==> config.mk <==
export PLATFORM = sky130hd
export DESIGN_NAME = lap3_out_queue
export DESIGN_NICKNAME = d
export VERILOG_FILES = /design/src/rtl/core/lap3_pkg.sv /design/src/rtl/core/lap3_out_queue.sv
export SDC_FILE = /design/constraint.sdc
export NUM_CORES = 1
export LEC_CHECK = 0
export BUFFER_PORTS_ARGS = -buffer_cell sky130_fd_sc_hd__buf_2
export CAP_MARGIN = 10
export CORE_MARGIN = 10
export CORE_UTILIZATION = 56
export CTS_BUF_LIST = sky130_fd_sc_hd__clkbuf_4
export DETAILED_ROUTE_END_ITERATION = 6
export PLACE_DENSITY = 0.79
export SYNTH_ARGS = -nofsm -noshare
export SYNTH_HDL_FRONTEND = slang
export SYNTH_SLANG_ARGS = --single-unit
==> constraint.sdc <==
create_clock -name clk -period 4.5 [get_ports clk]
set_clock_uncertainty 0.05 [all_clocks]
set_input_delay 0.225 -clock clk [delete_from_list [all_inputs] [get_ports clk]]
set_output_delay 0.225 -clock clk [all_outputs]
set_load 0.1 [all_outputs]
==> src/rtl/core/lap3_pkg.sv <==
package lap3_pkg;

    localparam int CHAN_W      = 8;
    localparam int NUM_CHAN    = 3;
    localparam int WIN_TAPS    = 9;
    localparam int CENTRE_TAP  = 4;
    localparam int COORD_W     = 10;
    localparam int SUM_W       = 11;
    localparam int DIFF_W      = 12;
    localparam int CFG_DATA_W  = 11;
    localparam int CFG_INDEX_W = 2;
    localparam int MIN_DIM     = 3;
    localparam int RESET_WIDTH  = 640;
    localparam int RESET_HEIGHT = 480;
    localparam int QUEUE_DEPTH = 8;
    localparam int QUEUE_PTR_W = $clog2(QUEUE_DEPTH);
    localparam int QUEUE_CNT_W = $clog2(QUEUE_DEPTH + 1);

    localparam logic [CFG_INDEX_W-1:0] REG_IMAGE_WIDTH  = 2'd0;
    localparam logic [CFG_INDEX_W-1:0] REG_IMAGE_HEIGHT = 2'd1;

    typedef logic [CHAN_W-1:0] chan_t;
    typedef chan_t [NUM_CHAN-1:0] rgb_t;
    typedef rgb_t [WIN_TAPS-1:0] window_t;
    typedef chan_t [WIN_TAPS-1:0] taps_t;

    typedef struct packed {
        logic               produce;
        logic [COORD_W-1:0] col;
        logic [COORD_W-1:0] row;
        logic               last;
    } meta_t;

    typedef struct packed {
        rgb_t               pixel;
        logic [COORD_W-1:0] col;
        logic [COORD_W-1:0] row;
        logic               last;
    } result_t;

endpackage

==> src/rtl/core/lap3_out_queue.sv <==
module lap3_out_queue
    import lap3_pkg::*;
(
    input  logic    clk,
    input  logic    rst_n,
    input  logic    push,
    input  result_t push_data,
    input  logic    pop,
    output logic    head_valid,
    output result_t head_data
);

    result_t                entry_reg [QUEUE_DEPTH];
    logic [QUEUE_PTR_W-1:0] wr_ptr_reg;
    logic [QUEUE_PTR_W-1:0] rd_ptr_reg;
    logic [QUEUE_CNT_W-1:0] count_reg;
    logic                   do_pop;

    assign do_pop = pop && (count_reg != '0);

    always_ff @(posedge clk)
    begin
        if (push)
        begin
            entry_reg[wr_ptr_reg] <= push_data;
        end
    end

    always_ff @(posedge clk or negedge rst_n)
    begin
        if (!rst_n)
        begin
            wr_ptr_reg <= '0;
            rd_ptr_reg <= '0;
            count_reg  <= '0;
        end
        else
        begin
            if (push)
            begin
                wr_ptr_reg <= wr_ptr_reg + QUEUE_PTR_W'(1);
            end
            if (do_pop)
            begin
                rd_ptr_reg <= rd_ptr_reg + QUEUE_PTR_W'(1);
            end
            if (push && !do_pop)
            begin
                count_reg <= count_reg + QUEUE_CNT_W'(1);
            end
            else if (!push && do_pop)
            begin
                count_reg <= count_reg - QUEUE_CNT_W'(1);
            end
        end
    end

    assign head_valid = (count_reg != '0);
    assign head_data  = entry_reg[rd_ptr_reg];

    no_overflow: assert property (@(posedge clk) disable iff (!rst_n)
        push |-> (count_reg != QUEUE_CNT_W'(QUEUE_DEPTH)) || do_pop)
        else $error("result queue overflow");

endmodule

==> run_summary.xml, run 1 <==
<?xml version="1.0" encoding="UTF-8"?>
<metrics>
  <group name="final_layout">
    <metric name="syn2layout_area_growth" unit="%">17.0</metric>
    <metric name="layout.cells.most_common_list" unit="">360 x sky130_fd_sc_hd__edfxtp_1, 125 x sky130_fd_sc_hd__clkbuf_4, 94 x sky130_fd_sc_hd__buf_2, 89 x sky130_fd_sc_hd__mux4_1, 49 x sky130_fd_sc_hd__dlygate4sd3_1</metric>
    <metric name="finish.net_count" unit="">855</metric>
    <metric name="most_common_library_cell_in_the_layout_ignoring_fill_and_taps" unit="">sky130_fd_sc_hd__edfxtp_1</metric>
    <metric name="fillers" unit="">1593</metric>
    <metric name="postLayoutCoreUtil" unit="">0.669</metric>
    <metric name="largest_register_ff_count" unit="">360</metric>
    <metric name="post_route_cells_drive_above_1_share" unit="">0.344</metric>
  </group>
  <group name="cts">
    <metric name="cts-buffers-inserted" unit="">89</metric>
    <metric name="clock_latency" unit="ns">0.68</metric>
    <metric name="cts_tree" unit="">done</metric>
    <metric name="post_cts_resize_count" unit="">0</metric>
    <metric name="cts_clk_pin_slew_worst_paths" unit="ns">0.07</metric>
    <metric name="postCtsSetupRepairBufs" unit="">0</metric>
    <metric name="root_buffer" unit="">sky130_fd_sc_hd__clkbuf_4</metric>
    <metric name="clock_sink_count" unit="">370</metric>
    <metric name="ctsLongestPathBuffers" unit="">3</metric>
    <metric name="ctsHtreeMaxLevel" unit="">3</metric>
  </group>
  <group name="timing">
    <metric name="achievable-frequency" unit="MHz">285</metric>
    <metric name="fin_tns_setup" unit="ns">0</metric>
    <metric name="max_slew_margin" unit="">0.221</metric>
    <metric name="final.min_clock_period" unit="ns">3.51</metric>
    <metric name="period_share" unit="">0.780</metric>
    <metric name="grt_setup_unrepaired" unit="">false</metric>
    <metric name="timing.final.setup_violations" unit="">0</metric>
    <metric name="finalHoldViolations" unit="">0</metric>
    <metric name="worst_slew_pin_slew" unit="ns">1.17</metric>
    <metric name="timing_max_transition_violations_final" unit="">0</metric>
    <metric name="finalWorstSetupSlack" unit="ns">0.992</metric>
  </group>
  <group name="worst_setup_path">
    <metric name="worst-path-max-fanout" unit="">52</metric>
    <metric name="startpoint_of_the_most_critical_register_to_register_path" unit="">count_reg[0]</metric>
    <metric name="critPathRequiredTime" unit="ns">4.22</metric>
    <metric name="timing.critical_path.arrival" unit="ns">3.23</metric>
    <metric name="crit_path_end_kind" unit="">output port</metric>
    <metric name="crit_path_cell_chain" unit="">buf_12 &gt; mux4_1 &gt; mux2_2 &gt; buf_2</metric>
    <metric name="slowest_stage" unit="">sky130_fd_sc_hd__dfrtp_4</metric>
    <metric name="cp-start-kind" unit="">register</metric>
    <metric name="startpoint" unit="">rd_ptr_reg[0]</metric>
    <metric name="cp_slowest_stage_delay" unit="ns">0.88</metric>
    <metric name="worst-setup-path-type" unit="">register to output port</metric>
  </group>
  <group name="die">
    <metric name="initial_utilization" unit="">0.572</metric>
    <metric name="fp.coreArea" unit="um^2">25300</metric>
    <metric name="die_y" unit="um">181</metric>
    <metric name="fp.dieArea" unit="um^2">32600</metric>
    <metric name="dieWidth" unit="um">181</metric>
    <metric name="num_io_pins" unit="">95</metric>
    <metric name="std_cell_rows" unit="">58</metric>
  </group>
  <group name="synthesis">
    <metric name="synth_cell_types" unit="">28</metric>
    <metric name="number_of_instances_in_the_synthesized_netlist" unit="">579</metric>
    <metric name="syn_nets" unit="">634</metric>
    <metric name="synth-warning-count" unit="">0</metric>
    <metric name="synth_seq_area_share" unit="">0.765</metric>
    <metric name="synth.cell_area" unit="um^2">14500</metric>
    <metric name="ffs_latches_synth" unit="">370</metric>
    <metric name="syn_avg_cell_area" unit="um^2">25.0</metric>
  </group>
  <group name="global_route">
    <metric name="globalRoute.busiestLayer" unit="">met2</metric>
    <metric name="maximum_number_of_pins_on_one_net_before_global_route_repair" unit="">93</metric>
    <metric name="initial_antenna_violation_count" unit="">2</metric>
    <metric name="grt_pass1_vias" unit="">7568</metric>
    <metric name="grt_first_pass_wirelength" unit="um">43000</metric>
    <metric name="grt_overflow" unit="">0</metric>
    <metric name="gr-usage-met1" unit="">0.209</metric>
    <metric name="grt_util_all_layers" unit="">0.170</metric>
    <metric name="groute.layer.met2.usage" unit="">0.288</metric>
    <metric name="use_met3" unit="">0.0452</metric>
  </group>
  <group name="place">
    <metric name="place_congestion" unit="">0.720</metric>
    <metric name="detailedPlacementHpwl" unit="um">15200</metric>
    <metric name="place_ws" unit="ns">1.61</metric>
    <metric name="numPortBuffers" unit="">94</metric>
  </group>
  <group name="routing">
    <metric name="drc_errors" unit="">0</metric>
    <metric name="dr.pass1.iters" unit="">5</metric>
    <metric name="total_number_of_vias" unit="">6962</metric>
    <metric name="post_drt_wl_per_cell" unit="um">23.1</metric>
    <metric name="viasPerCell" unit="">5.80</metric>
    <metric name="drt_first_iter_violations" unit="">431</metric>
    <metric name="postRouteWirelength" unit="um">27700</metric>
    <metric name="drt.antenna.violating_nets" unit="">0</metric>
  </group>
  <group name="min_path">
    <metric name="min_path_type" unit="">input pin to register</metric>
    <metric name="worst_hold_startpoint" unit="">push_data[32]</metric>
  </group>
  <group name="run_status">
    <metric name="status" unit="">finished, final reports clean</metric>
  </group>
  <group name="run">
    <metric name="max_cap_viol_count" unit="">0</metric>
  </group>
</metrics>
==> layer usage <==
| metal | wire, um | up-vias |
|---|---|---|
| li1 | - | 3082 |
| met1 | 11300 | 3605 |
| met2 | 14500 | 234 |
| met3 | 1540 | 41 |
| met4 | 466 | 0 |
| met5 | 0 | - |
==> synthesized netlist by cell type (all sizes together) <==
| cell | count | area [um^2] |
|---|---|---|
| edfxtp | 360 | 10800 |
| xnor2 | 5 | 43.8 |
| or4 | 2 | 15.0 |
| ha | 5 | 62.6 |
| mux4 | 90 | 2360 |
| dfrtp | 10 | 250 |
| nand3b | 1 | 7.51 |
| a21oi | 2 | 10.0 |
| buf | 19 | 148 |
| nor3 | 3 | 15.0 |
| nand3 | 3 | 15.0 |
| a2111o | 1 | 11.3 |
| o21ai | 1 | 5.00 |
| mux2 | 48 | 541 |
| o211ai | 2 | 15.0 |
| nand2b | 3 | 18.8 |
| inv | 1 | 3.75 |
| xor2 | 1 | 8.76 |
| nor2 | 6 | 22.5 |
| or3 | 1 | 6.26 |
| nand2 | 6 | 22.5 |
| fa | 1 | 20.0 |
| mux2i | 1 | 10.0 |
| clkbuf | 7 | 27.5 |
==> cell families (layout without fill, tap and decap cells) <==
family / after synthesis / in the layout / synth area share
flip-flops: 370 / 370 / 0.765
multiplexers: 139 / 139 / 0.201
buffers and inverters: 27 / 316 / 0.0124
AND/OR/NAND/NOR: 25 / 25 / 0.00849
adder cells (fa/ha/maj): 6 / 6 / 0.00571
AO/OA/AOI/OAI: 6 / 6 / 0.00286
XOR/XNOR: 6 / 6 / 0.00364
other: 0 / 2 / 0
==> path summary, 6_finish.rpt <==
check | to | slack, ns | depth (start not counted)
worst max-delay path | head_data[41] | 0.99 | 4
worst min-delay path | entry_reg[5][32] | 0.29 | 2
worst max register to register | count_reg[3] | 1.60 | 8
worst min register to register | count_reg[2] | 0.48 | 2
max in group asynchronous | rd_ptr_reg[0] | 3.49 | 3
min in group asynchronous | count_reg[0] | 0.52 | 3
==> final cells by class <==
class,count,area (um^2),share of cell area
flip-flops and latches,370,11100,0.655
multi-input cells,182,3270,0.193
repair buffers,156,1070,0.0634
clock buffers,125,938,0.0555
well taps,330,413,0.0244
clock inverters,34,139,0.00822
diodes,2,5.00,0.000296
inverters,1,3.75,0.000222
==> what timing repair did <==
item	CTS	global route
setup endpoints to repair	0	0
hold buffers	49	0
hold endpoints to repair	376	0
==> stage by stage <==
step / hold WS (ns) / cell area [um^2] / std cells
6_report: 0.292 / 16900 / 1200
5_1_grt: 0.259 / 16900 / 1199
4_1_cts: 0.229 / 16900 / 1198
3_5_place_dp: 0.0582 / 15300 / 990
3_3_place_gp: 0.0503 / 15300 / 990
2_1_floorplan: -0.121 / 14500 / 579
==> critical path, delay by kind of cell (launching register included) <==
kind / cells / cell delay, ns
buffers and inverters: 2 / 0.70
DFF: 1 / 0.88
muxes: 2 / 0.92
Power of run 1 is not shown: default switching activity piles up to over one toggle a cycle in this logic, so the estimate is an artifact.
==> run 2, diff against run 1 <==
Clock period 4.5 ns to 2.8 ns, I/O delays scaled along.
==> run 2 against run 1 <==
Net effect: worst hold slack got worse by 0.11 ns; critical path type unchanged; sequential share of layout area decreased by 2.6 points; via count increased by 0.98%; final area increased by 4.1%; critical path depth increased by 1; register-to-register slack got worse by 1.5 ns; first-iteration DRC count increased by 24%; utilization increased by 2.7 points; critical endpoint is now head_data[38]; final cell count increased by 1.0%; die area unchanged; flip-flop and latch count unchanged.
==> run_summary.xml, run 2 (synthesis results as in run 1) <==
<?xml version="1.0" encoding="UTF-8"?>
<metrics>
  <group name="cts">
    <metric name="ctsHtreeMaxLevel" unit="">3</metric>
    <metric name="root_buffer" unit="">sky130_fd_sc_hd__clkbuf_4</metric>
    <metric name="cts_tree" unit="">done</metric>
    <metric name="clock_sink_count" unit="">370</metric>
    <metric name="cts_clk_pin_slew_worst_paths" unit="ns">0.07</metric>
    <metric name="ctsLongestPathBuffers" unit="">3</metric>
    <metric name="cts-buffers-inserted" unit="">86</metric>
    <metric name="clock_latency" unit="ns">0.67</metric>
  </group>
  <group name="worst_setup_path">
    <metric name="startpoint" unit="">rd_ptr_reg[0]</metric>
    <metric name="worst-setup-path-type" unit="">register to output port</metric>
    <metric name="worstRegToRegCells" unit="">8</metric>
    <metric name="worst-path-max-fanout" unit="">9</metric>
    <metric name="timing.critical_path.arrival" unit="ns">2.55</metric>
    <metric name="reg2reg_to" unit="">count_reg[3]</metric>
    <metric name="r2r_slack" unit="ns">0.13</metric>
    <metric name="cp-start-kind" unit="">register</metric>
    <metric name="critPathRequiredTime" unit="ns">2.61</metric>
    <metric name="startpoint_of_the_most_critical_register_to_register_path" unit="">count_reg[1]</metric>
    <metric name="crit_path_end_kind" unit="">output port</metric>
  </group>
  <group name="global_route">
    <metric name="initial_antenna_violation_count" unit="">2</metric>
    <metric name="maximum_number_of_pins_on_one_net_before_global_route_repair" unit="">37</metric>
    <metric name="grt_first_pass_wirelength" unit="um">44400</metric>
    <metric name="grt_util_all_layers" unit="">0.176</metric>
    <metric name="grt_pass1_vias" unit="">7641</metric>
    <metric name="grt_overflow" unit="">0</metric>
  </group>
  <group name="final_layout">
    <metric name="layout.cells.most_common_list" unit="">360 x sky130_fd_sc_hd__edfxtp_1, 119 x sky130_fd_sc_hd__clkbuf_4, 86 x sky130_fd_sc_hd__mux4_1, 49 x sky130_fd_sc_hd__dlygate4sd3_1, 49 x sky130_fd_sc_hd__buf_2</metric>
    <metric name="finish.net_count" unit="">873</metric>
    <metric name="seq_area" unit="um^2">11100</metric>
    <metric name="post_route_cells_drive_above_1_share" unit="">0.369</metric>
    <metric name="most_common_library_cell_in_the_layout_ignoring_fill_and_taps" unit="">sky130_fd_sc_hd__edfxtp_1</metric>
    <metric name="fillers" unit="">1488</metric>
    <metric name="syn2layout_area_growth" unit="%">21.8</metric>
    <metric name="multi_input_comb_area" unit="um^2">3290</metric>
    <metric name="largest_register_ff_count" unit="">360</metric>
  </group>
  <group name="place">
    <metric name="detailedPlacementHpwl" unit="um">16000</metric>
    <metric name="numPortBuffers" unit="">94</metric>
    <metric name="place_congestion" unit="">0.750</metric>
    <metric name="place_ws" unit="ns">0.0436</metric>
  </group>
  <group name="timing">
    <metric name="period_share" unit="">0.979</metric>
    <metric name="timing_max_transition_violations_final" unit="">0</metric>
    <metric name="max_slew_margin" unit="">0.613</metric>
    <metric name="grt_setup_unrepaired" unit="">true</metric>
    <metric name="finalWorstSetupSlack" unit="ns">0.0582</metric>
    <metric name="timing.final.setup_violations" unit="">0</metric>
    <metric name="worst_slew_pin_slew" unit="ns">0.580</metric>
    <metric name="final.min_clock_period" unit="ns">2.74</metric>
    <metric name="finalHoldViolations" unit="">0</metric>
    <metric name="achievable-frequency" unit="MHz">365</metric>
  </group>
  <group name="routing">
    <metric name="drt.antenna.violating_nets" unit="">0</metric>
    <metric name="drt_first_iter_violations" unit="">536</metric>
    <metric name="total_number_of_vias" unit="">7030</metric>
    <metric name="post_drt_wl_per_cell" unit="um">24.6</metric>
    <metric name="drc_errors" unit="">0</metric>
    <metric name="viasPerCell" unit="">5.80</metric>
    <metric name="dr.pass1.iters" unit="">5</metric>
    <metric name="postRouteWirelength" unit="um">29800</metric>
  </group>
  <group name="die">
    <metric name="std_cell_rows" unit="">58</metric>
    <metric name="initial_utilization" unit="">0.572</metric>
    <metric name="fp.dieArea" unit="um^2">32600</metric>
    <metric name="num_io_pins" unit="">95</metric>
    <metric name="dieWidth" unit="um">181</metric>
    <metric name="die_y" unit="um">181</metric>
    <metric name="fp.coreArea" unit="um^2">25300</metric>
  </group>
  <group name="min_path">
    <metric name="min_path_type" unit="">input pin to register</metric>
    <metric name="whs_path_depth" unit="">2</metric>
    <metric name="min_delay_endpoint" unit="">entry_reg[3][29]</metric>
    <metric name="worst_hold_startpoint" unit="">push_data[29]</metric>
  </group>
  <group name="run">
    <metric name="max_cap_viol_count" unit="">0</metric>
  </group>
  <group name="run_status">
    <metric name="status" unit="">finished, final reports clean</metric>
  </group>
</metrics>
run 2: changes by cell type in the layout (fill, tap and decap cells not counted), sizes merged:
cell and delta:
buf +18, bufinv +4, clkbuf -3, clkinv -3, clkinvlp -1, inv -3
run 2: critical path, stage by stage, from the launching register on:
cell	delay, ns
sky130_fd_sc_hd__dfrtp_4	0.47
sky130_fd_sc_hd__buf_12	0.15
sky130_fd_sc_hd__buf_16	0.15
sky130_fd_sc_hd__mux4_1	0.58
sky130_fd_sc_hd__mux2_2	0.33
sky130_fd_sc_hd__buf_8	0.19
run 2: worst max path at each step:
stage                                 end
after detailed placement     count_reg[3]
final                       head_data[38]
after floorplan           entry_reg[4][0]
after global placement       count_reg[3]
after global routing        head_data[27]
after CTS                   head_data[18]
run 2: timing repair:
item                       CTS  global route
resized for setup           52            59
setup buffers                3             2
hold buffers                49             0
setup endpoints to repair   45            31
gates cloned                 0             5
hold endpoints to repair   376             0
run 2: per-stage QoR:
stage | hold WS [ns] | setup TNS, ns | instance area (um^2) | util | std cells
floorplan | -0.206 | -51.42 | 14500 | - | 579
global placement | -0.0438 | 0 | 15500 | 0.613 | 1001
detailed placement | -0.0407 | 0 | 15500 | 0.613 | 1001
CTS | 0.123 | -0.0463 | 17300 | 0.685 | 1203
global route | 0.170 | -0.0489 | 17600 | 0.697 | 1212
finish | 0.182 | 0 | 17600 | 0.697 | 1212
run 2: area by class of cell:
type / count / area share
Antenna cell: 2 / 0.000284
Clock buffer: 119 / 0.0508
Timing Repair Buffer: 177 / 0.0954
Sequential cell: 370 / 0.629
Inverter: 1 / 0.000213
Clock inverter: 31 / 0.0137
Multi-Input combinational cell: 182 / 0.187
Tap cell: 330 / 0.0235
run 2: routing by layer:
metal | vias to the layer above | global-route usage | wire length, um
met1 | 3637 | 0.212 | 12000
met3 | 42 | 0.0444 | 1640
li1 | 3100 | - | -
met4 | 0 | 0.0571 | 393
met2 | 251 | 0.303 | 15800
met5 | - | 0 | 0
Power of run 2 is left out for the same reason.
==> run 3, diff against run 2 <==
Settings changed: CELL_PAD_IN_SITES_DETAIL_PLACEMENT set to 1, CELL_PAD_IN_SITES_GLOBAL_PLACEMENT set to 2, CORE_UTILIZATION 56 to 46.
==> run 3 against run 2 <==
Net effect: final area grew 0.89%; first-iteration DRC count shrank 15%; sequential share of layout area shrank 0.56 points.
==> run_summary.xml, run 3 (synthesis results as in run 1) <==
<?xml version="1.0" encoding="UTF-8"?>
<metrics>
  <group name="worst_setup_path">
    <metric name="crit_path_end_kind" unit="">output port</metric>
    <metric name="worstRegToRegCells" unit="">8</metric>
    <metric name="cp-start-kind" unit="">register</metric>
    <metric name="cp_slowest_stage_delay" unit="ns">0.56</metric>
    <metric name="worst-setup-path-type" unit="">register to output port</metric>
    <metric name="critPathTopFamily" unit="">multiplexers</metric>
    <metric name="r2r_slack" unit="ns">0.18</metric>
    <metric name="startpoint_of_the_most_critical_register_to_register_path" unit="">count_reg[1]</metric>
    <metric name="worst-path-max-fanout" unit="">7</metric>
    <metric name="reg2reg_to" unit="">count_reg[3]</metric>
    <metric name="timing.critical_path.buf_inv" unit="">3</metric>
    <metric name="slowest_stage" unit="">sky130_fd_sc_hd__mux4_1</metric>
    <metric name="critPathRequiredTime" unit="ns">2.61</metric>
    <metric name="timing.critical_path.arrival" unit="ns">2.54</metric>
    <metric name="crit_path_cell_chain" unit="">buf_6 &gt; clkbuf_16 &gt; mux4_1 &gt; mux2_2 &gt; buf_8</metric>
  </group>
  <group name="final_layout">
    <metric name="syn2layout_area_growth" unit="%">22.8</metric>
    <metric name="layout.cells.most_common_list" unit="">360 x sky130_fd_sc_hd__edfxtp_1, 131 x sky130_fd_sc_hd__clkbuf_4, 88 x sky130_fd_sc_hd__mux4_1, 50 x sky130_fd_sc_hd__buf_2, 49 x sky130_fd_sc_hd__dlygate4sd3_1</metric>
    <metric name="largest_register_ff_count" unit="">360</metric>
    <metric name="post_route_cells_drive_above_1_share" unit="">0.374</metric>
    <metric name="finish.net_count" unit="">880</metric>
    <metric name="postLayoutCoreUtil" unit="">0.576</metric>
    <metric name="most_common_library_cell_in_the_layout_ignoring_fill_and_taps" unit="">sky130_fd_sc_hd__edfxtp_1</metric>
  </group>
  <group name="routing">
    <metric name="drc_errors" unit="">0</metric>
    <metric name="drt.antenna.violating_nets" unit="">0</metric>
    <metric name="dr.pass1.iters" unit="">4</metric>
    <metric name="drt_first_iter_violations" unit="">458</metric>
    <metric name="viasPerCell" unit="">5.43</metric>
    <metric name="total_number_of_vias" unit="">7027</metric>
    <metric name="post_drt_wl_per_cell" unit="um">24.6</metric>
    <metric name="postRouteWirelength" unit="um">31800</metric>
  </group>
  <group name="min_path">
    <metric name="worst_hold_startpoint" unit="">push_data[28]</metric>
    <metric name="min_delay_endpoint" unit="">entry_reg[5][28]</metric>
    <metric name="min_path_type" unit="">input pin to register</metric>
    <metric name="whs_path_depth" unit="">2</metric>
  </group>
  <group name="timing">
    <metric name="max_slew_margin" unit="">0.550</metric>
    <metric name="period_share" unit="">0.974</metric>
    <metric name="timing.final.setup_violations" unit="">0</metric>
    <metric name="final.min_clock_period" unit="ns">2.73</metric>
    <metric name="worst_slew_pin_slew" unit="ns">0.673</metric>
    <metric name="finalWorstSetupSlack" unit="ns">0.0731</metric>
    <metric name="fin_tns_setup" unit="ns">0</metric>
    <metric name="timing_max_transition_violations_final" unit="">0</metric>
    <metric name="finalHoldViolations" unit="">0</metric>
    <metric name="grt_setup_unrepaired" unit="">true</metric>
    <metric name="achievable-frequency" unit="MHz">367</metric>
  </group>
  <group name="cts">
    <metric name="cts_clk_pin_slew_worst_paths" unit="ns">0.06</metric>
    <metric name="cts-buffers-inserted" unit="">92</metric>
    <metric name="clock_latency" unit="ns">0.68</metric>
    <metric name="root_buffer" unit="">sky130_fd_sc_hd__clkbuf_4</metric>
    <metric name="ctsLongestPathBuffers" unit="">3</metric>
    <metric name="cts_tree" unit="">done</metric>
    <metric name="ctsHtreeMaxLevel" unit="">3</metric>
    <metric name="clock_sink_count" unit="">370</metric>
  </group>
  <group name="global_route">
    <metric name="maximum_number_of_pins_on_one_net_before_global_route_repair" unit="">36</metric>
    <metric name="grt_overflow" unit="">0</metric>
    <metric name="grt_pass1_vias" unit="">7764</metric>
    <metric name="grt_util_all_layers" unit="">0.163</metric>
    <metric name="grt_first_pass_wirelength" unit="um">47300</metric>
    <metric name="initial_antenna_violation_count" unit="">2</metric>
  </group>
  <group name="place">
    <metric name="numPortBuffers" unit="">94</metric>
    <metric name="place_ws" unit="ns">0.186</metric>
    <metric name="place_congestion" unit="">0.707</metric>
    <metric name="detailedPlacementHpwl" unit="um">17900</metric>
  </group>
  <group name="die">
    <metric name="num_io_pins" unit="">95</metric>
    <metric name="std_cell_rows" unit="">64</metric>
    <metric name="dieWidth" unit="um">197</metric>
    <metric name="fp.coreArea" unit="um^2">30800</metric>
    <metric name="fp.dieArea" unit="um^2">38900</metric>
    <metric name="initial_utilization" unit="">0.469</metric>
    <metric name="die_y" unit="um">197</metric>
  </group>
  <group name="run">
    <metric name="max_cap_viol_count" unit="">0</metric>
  </group>
  <group name="run_status">
    <metric name="status" unit="">finished, final reports clean</metric>
  </group>
</metrics>
## run 3: changes by cell type in the layout (fill, tap and decap cells not counted), moves of 3 or more
cell,change
sky130_fd_sc_hd__clkinv_2,+3
sky130_fd_sc_hd__mux2_4,-3
sky130_fd_sc_hd__mux2_2,+3
sky130_fd_sc_hd__bufinv_16,-3
sky130_fd_sc_hd__buf_4,-10
sky130_fd_sc_hd__buf_6,+7
sky130_fd_sc_hd__clkbuf_4,+12
sky130_fd_sc_hd__buf_12,+4
## run 3: layout make-up
type                    count  area [um^2]
inverters                   1         3.75
repair buffers            178         1740
multi-input cells         182         3280
flip-flops and latches    370        11100
diodes                      3         7.51
clock inverters            32          168
clock buffers             131          983
fillers                  2631        13100
well taps                 396          495
## run 3: worst max path at each step
stage | startpoint | end | depth (start not counted)
6_report | rd_ptr_reg[0] | head_data[34] | 5
5_1_grt | rd_ptr_reg[0] | head_data[15] | 5
4_1_cts | rd_ptr_reg[0] | head_data[18] | 5
3_5_place_dp | count_reg[1] | count_reg[3] | 8
3_3_place_gp | count_reg[1] | count_reg[3] | 8
2_1_floorplan | wr_ptr_reg[0] | entry_reg[4][0] | 2
## run 3: layer usage
layer | vias up | GRT usage | part of all wire
met5 | - | 0 | 0
met4 | 0 | 0.0496 | 0.013
met3 | 30 | 0.0390 | 0.047
met2 | 175 | 0.280 | 0.52
met1 | 3701 | 0.200 | 0.42
li1 | 3121 | - | -
## run 3: what timing repair did
item / 4_1_cts / 5_1_grt
gates resized for setup: 64 / 37
gates cloned: 1 / 2
setup endpoints to repair: 45 / 33
hold endpoints to repair: 376 / 0
hold buffers: 49 / 0
buffers inserted: 6 / 0
## run 3: per-stage QoR
step / hold WS (ns) / cell area [um^2] / instances
final: 0.178 / 17800 / 1293
after global routing: 0.133 / 17700 / 1292
after CTS: 0.124 / 17600 / 1288
after detailed placement: -0.0264 / 15600 / 1069
after global placement: -0.0360 / 15600 / 1069
after floorplan: -0.206 / 14500 / 579
Power of run 3 is left out for the same reason.
